File: src/hdl/rtc_calendar_counter_macros.svh
// Assertion macros for the calendar counter.
`ifndef RTC_CALENDAR_COUNTER_MACROS_SVH
`define RTC_CALENDAR_COUNTER_MACROS_SVH

`ifndef SYNTHESIS

`define RTCC_ASSERT_IMP(lbl, clk, rst_n, pre, post) \
	lbl: assert property (@(posedge clk) disable iff (!rst_n) (pre) |-> (post)) \
		else $error("rtcc assertion failed");

`define RTCC_ASSERT_NXT(lbl, clk, rst_n, pre, post) \
	lbl: assert property (@(posedge clk) disable iff (!rst_n) (pre) |=> (post)) \
		else $error("rtcc assertion failed");

`else

`define RTCC_ASSERT_IMP(lbl, clk, rst_n, pre, post)

`define RTCC_ASSERT_NXT(lbl, clk, rst_n, pre, post)

`endif

`endif

File: src/hdl/rtcc_pkg.sv
// Types, constants and calendar functions of the calendar counter.
package rtcc_pkg;

	localparam logic [1:0] FUNC_TICK    = 2'd0;
	localparam logic [1:0] FUNC_LOAD    = 2'd1;
	localparam logic [1:0] FUNC_CONVERT = 2'd2;

	localparam logic [5:0] SEC_MAX   = 6'd59;
	localparam logic [5:0] MIN_MAX   = 6'd59;
	localparam logic [4:0] HOUR_MAX  = 5'd23;
	localparam logic [6:0] YEAR_MAX  = 7'd99;
	localparam logic [5:0] DAY_HOURS = 6'd24;
	localparam logic [3:0] MONTH_MAX = 4'd12;
	localparam logic signed [5:0] OFFSET_MAX = 6'sd23;
	localparam logic signed [5:0] OFFSET_MIN = -6'sd23;

	typedef struct packed {
		logic [5:0] sec;
		logic [5:0] min;
		logic [4:0] hr;
		logic [4:0] day;
		logic [3:0] mon;
		logic [6:0] yr;
	} caltime_t;

	typedef struct packed {
		caltime_t tm;
		logic     minute_tick;
		logic     time_valid;
	} result_t;

	localparam caltime_t RESET_TIME = '{sec: 6'd0, min: 6'd0, hr: 5'd0,
		day: 5'd1, mon: 4'd1, yr: 7'd16};
	localparam caltime_t ZERO_TIME = '{sec: 6'd0, min: 6'd0, hr: 5'd0,
		day: 5'd0, mon: 4'd0, yr: 7'd0};

	function automatic logic [4:0] days_of(logic [3:0] mon, logic [6:0] yr);
		logic [4:0] d;
		unique case (mon)
			4'd2: d = (yr[1:0] == 2'd0) ? 5'd29 : 5'd28;
			4'd4, 4'd6, 4'd9, 4'd11: d = 5'd30;
			default: d = 5'd31;
		endcase
		return d;
	endfunction

	function automatic logic check_time(caltime_t t);
		logic ok;
		ok = 1'b1;
		if (t.hr > HOUR_MAX || t.min > MIN_MAX || t.sec > SEC_MAX)
			ok = 1'b0;
		if (t.mon == 4'd0 || t.mon > MONTH_MAX || t.yr > YEAR_MAX)
			ok = 1'b0;
		if (t.day == 5'd0 || t.day > days_of(t.mon, t.yr))
			ok = 1'b0;
		return ok;
	endfunction

	function automatic caltime_t day_up(caltime_t t);
		caltime_t r;
		r = t;
		if (({1'b0, t.day} + 6'd1) > {1'b0, days_of(t.mon, t.yr)}) begin
			r.day = 5'd1;
			if (t.mon >= MONTH_MAX) begin
				r.mon = 4'd1;
				r.yr  = (t.yr >= YEAR_MAX) ? 7'd0 : t.yr + 7'd1;
			end else begin
				r.mon = t.mon + 4'd1;
			end
		end else begin
			r.day = t.day + 5'd1;
		end
		return r;
	endfunction

	function automatic caltime_t day_down(caltime_t t);
		caltime_t r;
		r = t;
		if (t.day > 5'd1) begin
			r.day = t.day - 5'd1;
		end else if (!(t.yr == 7'd0 && t.mon <= 4'd1)) begin
			if (t.mon <= 4'd1) begin
				r.mon = MONTH_MAX;
				r.yr  = t.yr - 7'd1;
			end else begin
				r.mon = t.mon - 4'd1;
			end
			r.day = days_of(r.mon, r.yr);
		end
		return r;
	endfunction

endpackage

File: src/hdl/rtcc_calc.sv
// Combinational tick, load check and hour conversion for one word.
module rtcc_calc (
	input  logic [1:0]        func,
	input  rtcc_pkg::caltime_t sup,
	input  logic signed [5:0] hour_offset,
	input  rtcc_pkg::caltime_t held,
	output rtcc_pkg::result_t  res,
	output rtcc_pkg::caltime_t held_nxt
);

	rtcc_pkg::caltime_t tick_t;
	logic               tick_roll;
	logic               sup_ok;
	logic signed [5:0]  off;
	logic [5:0]         neg_off;
	logic [5:0]         hr_sum;
	rtcc_pkg::caltime_t conv_t;

	always_comb begin
		tick_t    = held;
		tick_roll = 1'b0;
		if (held.sec >= rtcc_pkg::SEC_MAX) begin
			tick_t.sec = 6'd0;
			tick_roll  = 1'b1;
			if (held.min >= rtcc_pkg::MIN_MAX) begin
				tick_t.min = 6'd0;
				if (held.hr >= rtcc_pkg::HOUR_MAX) begin
					tick_t.hr = 5'd0;
					tick_t    = rtcc_pkg::day_up(tick_t);
				end else begin
					tick_t.hr = held.hr + 5'd1;
				end
			end else begin
				tick_t.min = held.min + 6'd1;
			end
		end else begin
			tick_t.sec = held.sec + 6'd1;
		end
	end

	assign sup_ok = rtcc_pkg::check_time(sup);

	always_comb begin
		if (hour_offset > rtcc_pkg::OFFSET_MAX)
			off = rtcc_pkg::OFFSET_MAX;
		else if (hour_offset < rtcc_pkg::OFFSET_MIN)
			off = rtcc_pkg::OFFSET_MIN;
		else
			off = hour_offset;
		neg_off = -off;
		conv_t  = sup;
		hr_sum  = {1'b0, sup.hr};
		if (off > 6'sd0) begin
			hr_sum = {1'b0, sup.hr} + off;
			if (hr_sum > {1'b0, rtcc_pkg::HOUR_MAX}) begin
				hr_sum = hr_sum - rtcc_pkg::DAY_HOURS;
				conv_t = rtcc_pkg::day_up(sup);
			end
		end else if (off < 6'sd0) begin
			if ({1'b0, sup.hr} < neg_off) begin
				hr_sum = {1'b0, sup.hr} + rtcc_pkg::DAY_HOURS;
				conv_t = rtcc_pkg::day_down(sup);
			end
			hr_sum = hr_sum - neg_off;
		end
		conv_t.hr = hr_sum[4:0];
	end

	always_comb begin
		held_nxt = held;
		res      = '{tm: held, minute_tick: 1'b0, time_valid: 1'b0};
		unique case (func)
			rtcc_pkg::FUNC_TICK: begin
				held_nxt = tick_t;
				res      = '{tm: tick_t, minute_tick: tick_roll, time_valid: 1'b1};
			end
			rtcc_pkg::FUNC_LOAD: begin
				if (sup_ok)
					held_nxt = sup;
				res = '{tm: (sup_ok ? sup : held), minute_tick: 1'b0,
					time_valid: sup_ok};
			end
			rtcc_pkg::FUNC_CONVERT: begin
				res = '{tm: (sup_ok ? conv_t : rtcc_pkg::ZERO_TIME),
					minute_tick: 1'b0, time_valid: sup_ok};
			end
			default: begin
				res = '{tm: held, minute_tick: 1'b0, time_valid: 1'b0};
			end
		endcase
	end

endmodule

File: src/hdl/rtc_calendar_counter.sv
// Calendar clock top level: input register, calendar logic, result register.
// One result word comes out for every input word, through the input register
// and then the result register; a new word can be taken every cycle, so
// sustained rate is one word per cycle while out_ready stays high. The
// calendar logic between the two registers is combinational, and in_ready
// follows out_ready combinationally when both stages are full.
// Func 0 ticks the held time one second, 1 loads a checked time, 2 converts
// a supplied time by hour_offset without touching the held time; func 3
// returns the held time with time_valid low. After reset the held time is
// 00:00:00 on 1 January of year 16.
`include "rtc_calendar_counter_macros.svh"

module rtc_calendar_counter (
	input  logic              clk,
	input  logic              arst_n,
	input  logic              in_valid,
	output logic              in_ready,
	input  logic [1:0]        func,
	input  logic [5:0]        in_seconds,
	input  logic [5:0]        in_minutes,
	input  logic [4:0]        in_hours,
	input  logic [4:0]        in_day,
	input  logic [3:0]        in_month,
	input  logic [6:0]        in_year,
	input  logic signed [5:0] hour_offset,
	output logic              out_valid,
	input  logic              out_ready,
	output logic [5:0]        out_seconds,
	output logic [5:0]        out_minutes,
	output logic [4:0]        out_hours,
	output logic [4:0]        out_day,
	output logic [3:0]        out_month,
	output logic [6:0]        out_year,
	output logic              minute_tick,
	output logic              time_valid
);

	logic               valid_s1;
	logic [1:0]         func_s1;
	rtcc_pkg::caltime_t sup_s1;
	logic signed [5:0]  offset_s1;
	logic               valid_s2;
	rtcc_pkg::result_t  res_s2;
	rtcc_pkg::caltime_t held_q;
	rtcc_pkg::result_t  res_c;
	rtcc_pkg::caltime_t held_nxt;
	logic               adv_s1;
	logic               adv_s2;
	logic               in_take;

	assign adv_s2   = !valid_s2 || out_ready;
	assign adv_s1   = valid_s1 && adv_s2;
	assign in_ready = !valid_s1 || adv_s2;
	assign in_take  = in_valid && in_ready;

	always_ff @(posedge clk or negedge arst_n) begin
		if (!arst_n) begin
			valid_s1 <= 1'b0;
		end else if (in_ready) begin
			valid_s1 <= in_valid;
		end
	end

	always_ff @(posedge clk) begin
		if (in_take) begin
			func_s1   <= func;
			sup_s1    <= '{sec: in_seconds, min: in_minutes, hr: in_hours,
				day: in_day, mon: in_month, yr: in_year};
			offset_s1 <= hour_offset;
		end
	end

	rtcc_calc u_calc (
		.func        (func_s1),
		.sup         (sup_s1),
		.hour_offset (offset_s1),
		.held        (held_q),
		.res         (res_c),
		.held_nxt    (held_nxt)
	);

	always_ff @(posedge clk or negedge arst_n) begin
		if (!arst_n) begin
			valid_s2 <= 1'b0;
			held_q   <= rtcc_pkg::RESET_TIME;
		end else begin
			if (adv_s2)
				valid_s2 <= valid_s1;
			if (adv_s1)
				held_q <= held_nxt;
		end
	end

	always_ff @(posedge clk) begin
		if (adv_s1)
			res_s2 <= res_c;
	end

	assign out_valid   = valid_s2;
	assign out_seconds = res_s2.tm.sec;
	assign out_minutes = res_s2.tm.min;
	assign out_hours   = res_s2.tm.hr;
	assign out_day     = res_s2.tm.day;
	assign out_month   = res_s2.tm.mon;
	assign out_year    = res_s2.tm.yr;
	assign minute_tick = res_s2.minute_tick;
	assign time_valid  = res_s2.time_valid;

	`RTCC_ASSERT_IMP(a_held_ok, clk, arst_n, 1'b1, rtcc_pkg::check_time(held_q))
	`RTCC_ASSERT_IMP(a_out_ok, clk, arst_n, valid_s2 && res_s2.time_valid, rtcc_pkg::check_time(res_s2.tm))
	`RTCC_ASSERT_IMP(a_tick_sec, clk, arst_n, valid_s2 && res_s2.minute_tick, res_s2.tm.sec == 6'd0 && res_s2.time_valid)
	`RTCC_ASSERT_NXT(a_held_hold, clk, arst_n, !adv_s1, $stable(held_q))

endmodule

File: config.mk
export PLATFORM = sky130hd
export DESIGN_NAME = rtc_calendar_counter
export DESIGN_NICKNAME = d
export VERILOG_FILES = /design/src/hdl/rtcc_pkg.sv /design/src/hdl/rtcc_calc.sv /design/src/hdl/rtc_calendar_counter.sv
export VERILOG_INCLUDE_DIRS = /design/src /design/src/hdl
export SDC_FILE = /design/constraint.sdc
export NUM_CORES = 1
export LEC_CHECK = 0
export ABC_AREA = 1
export BUFFER_PORTS_ARGS = -buffer_cell sky130_fd_sc_hd__buf_2
export CELL_PAD_IN_SITES_DETAIL_PLACEMENT = 0
export CELL_PAD_IN_SITES_GLOBAL_PLACEMENT = 1
export CORE_MARGIN = 2
export CORE_UTILIZATION = 49
export CTS_BUF_LIST = sky130_fd_sc_hd__clkbuf_8
export CTS_CLUSTER_SIZE = 24
export DETAILED_ROUTE_END_ITERATION = 12
export HOLD_SLACK_MARGIN = 0.03
export PLACE_DENSITY_LB_ADDON = 0.12
export SYNTH_ARGS = -nofsm -noshare
export SYNTH_HDL_FRONTEND = slang
export SYNTH_HIERARCHICAL = 1
export SYNTH_SLANG_ARGS = --single-unit
File: constraint.sdc
create_clock -name clk -period 6.3 [get_ports clk]
set_input_delay 1.26 -clock clk [delete_from_list [all_inputs] [get_ports clk]]
set_output_delay 1.26 -clock clk [all_outputs]
set_load 0.02 [all_outputs]
==> results.json <==
{
  "die_h_um": 135,
  "drt_pass1_iterations": 5,
  "cts-root-buf": "clkbuf_8",
  "grt_use_total_pct": 27.3,
  "setup_tns_ps": 0,
  "clock.fmax_mhz": 232,
  "cts_sinks": 111,
  "syn_area_per_cell_um2": 7.57,
  "hold_viol": 0,
  "vias": 7870,
  "ctsResizeCount": 0,
  "clock_latency_ps": 390,
  "ios": 82,
  "ys_types": 54,
  "antenna_found_initial": 0,
  "wl_um": 24300,
  "grt_max_degree": 47,
  "drtIter0Drc": 478,
  "cp_top_family": "simple AND/OR/NAND/NOR gates",
  "crit_slowest_cell": "nor2_1",
  "synth_flop_cell": "edfxtp_1",
  "tightest_slew_ps": 1000,
  "finalSetupViolCount": 0,
  "clkSlewWorstSetupHoldPaths_ps": 110,
  "powerDensity_mw_per_mm2": 306,
  "grt_pass1_wl_um": 38800,
  "start_util_pct": 50.4,
  "die_area_mm2": 0.0182,
  "hp-start": "held_q[26]",
  "vdd_drop_max_uv": 186,
  "syn_inst": 1108,
  "r2r_end": "out_month[0]",
  "crit_buf_inv": 4,
  "cts_tree": "done",
  "synth_edf_count": 76,
  "routedWlPerCell_um": 17.5,
  "cts_hold_buffers": 0,
  "hold_class": "reg -> reg",
  "synth_top_area_cell": "edfxtp_1",
  "max_cap_violations": 0,
  "worstPathCellList": "nor3_1 > nor2_1 > o21ai_0 > ha_1 > inv_1 > a21oi_1 > inv_1 > ha_1 > a21oi_1 > nand2_1 > or2_2 > nand2_1 > nor2_1 > nor2_1 > nor2_1 > inv_1 > o21ai_0 > inv_1 > o21ai_0 > nand3_1 > nand3_1",
  "rsz0062_at_grt": "false",
  "globalRouteMet2Util_pct": 45.3,
  "yosysSeqAreaShare_pct": 37.7,
  "path_class": "reg -> reg",
  "arrival_ps": 4470,
  "first_global_vias": 7363,
  "dp_hpwl_um": 17000,
  "synth_top_area_share_pct": 27.2,
  "drc": 0,
  "fin_total_pwr_mw": 2.76,
  "async_reset_ff_share_pct": 31.5,
  "synth_area_mm2": 0.00839,
  "row_count": 47,
  "syn_nets": 1195,
  "use_met3_pct": 3.60,
  "slowest_delay_ps": 600,
  "r2r_setup_slack_ps": 1980,
  "drive_above_1_share_pct": 13.0,
  "synth_area_leaders": "edfxtp_1 27%, nand2_1 11%, dfrtp_1 9.5%",
  "overflow": 0,
  "io_buffer_count": 81,
  "grt-busiest-layer": "met2",
  "end_kind": "flop",
  "die_w_um": 135,
  "htree_num_levels": 3,
  "cp.required_ps": 6450,
  "startpoint_type": "flop",
  "fin_nets": 1247,
  "ys.warnings.count": 6,
  "viasPerCell": 5.68,
  "min_to": "held_q[26]",
  "ant_nets": 0,
  "postCtsSetupBuffers": 0,
  "reg2reg_from": "offset_s1[2]",
  "critPathMaxFanout": 11,
  "worstHoldPathCells": 2,
  "gp_congestion": 0.947,
  "cts_made_buffers": 9,
  "cts_buffer_depth": 2,
  "post-route-period-util_pct": 68.5,
  "ys_ff_latch": 111,
  "area_delta_synth_final_pct": 7.70,
  "relSlewSlack_pct": 33.0,
  "outcome": "finished, final reports clean",
  "p_leak_nw": 4.02,
  "finClkSkew_ps": 8.02,
  "fin_crit_ps": 4320,
  "r2r_cells": 21,
  "met1_usage_pct": 36.6,
  "core-area_mm2": 0.0166,
  "diodes": 0,
  "slew_violations": 0
}
[cell type report]
cell class,instances,area [µm²]
flip-flops and latches,111,3160
repair buffers,89,465
clock buffers,9,124
multi-input cells,816,4450
fillers,1675,7610
well taps,220,275
inverters,133,500
clock inverters,7,53.8
[logic make-up after synthesis]
| kind of cell | count (synthesis) | synth area share, % |
|---|---|---|
| compound gates | 253 | 17.0 |
| xor+xnor | 25 | 2.83 |
| fa+ha+maj | 42 | 6.44 |
| buf+inv | 181 | 9.22 |
| flops | 111 | 37.7 |
| simple gates | 496 | 26.8 |
[through the flow]
step,utilization [%],setup slack [ps],hold WS [ps],area [µm²],cells
after global routing,54.3,1400,529,9030,1385
after global placement,53.2,2160,456,8850,1369
after floorplan,-,2810,440,8390,1108
after detailed placement,53.2,2080,465,8850,1369
after CTS,54.3,2040,495,9030,1385
final,54.3,1980,496,9030,1385
[placed cells by master (no fill, tap or decap), drive strengths merged, types with 9 or more instances in the layout]
cell type  Yosys  routed
a21oi         77      77
buf           32      89
clkbuf        16       9
dfrtp         32      32
edfxtp        76      76
ha            40      40
inv          130     133
nand2        267     267
nand3        125     125
nand4         11      11
nor2          69      69
nor3          16      16
o2111ai        9       9
o211ai        20      20
o21ai        123     123
xor2          19      19
[worst max path at each step]
stage,cells after the start,slack (ps),from,end
floorplan,24,2810,offset_s1[2],out_year[0]
global placement,21,2160,offset_s1[2],out_month[0]
detailed placement,21,2080,offset_s1[2],out_month[0]
CTS,21,2040,offset_s1[2],out_month[0]
global route,21,1400,offset_s1[2],out_month[0]
finish,21,1980,offset_s1[2],out_month[0]
[sequential cells by signal, summed over array words and instances (netlist names), 2 cells and up]
name and cells:
sup_s1 33, out_minutes 6, out_day 5, out_month 4, held_q 33, out_hours 5
func_s1 2, out_year 7, offset_s1 6, out_seconds 6
[report_power, final]
group          leakage [nW]  internal [mW]  switching, mW  total (mW)
clock network        0.0896          0.149          0.271       0.420
registers              1.19          0.994          0.200        1.19
logic                  2.75          0.388          0.761        1.15
[tightest hold or removal path: cells and delay by family, from the launching register on]
kind             cells  cell delay (ps)
DFF                  1              370
and+or+nand+nor      2              110
[cell usage after synthesis, types with 3 or more instances]
master,instances
a21oi_1,75
edfxtp_1,76
o211ai_1,20
buf_4,7
dfrtp_1,32
o22ai_1,4
a22oi_1,4
inv_2,10
nand2_1,252
xnor2_1,6
buf_2,20
o2111ai_1,9
nand3_1,124
nand2_2,9
o21ai_1,15
nand2_4,5
nor2_1,59
dfstp_2,3
nor2_4,4
ha_1,40
o221ai_1,3
xor2_1,18
inv_1,120
o21ai_0,108
nor2_2,5
nor3_1,16
buf_6,5
nand4_1,10
clkbuf_1,15
[layer usage]
metal | share of wire (%) | vias up
li1 | - | 3878
met1 | 44 | 3675
met2 | 48 | 268
met3 | 5.1 | 49
met4 | 3.0 | 0
met5 | 0 | -
Power figures use the tool's default switching activity.
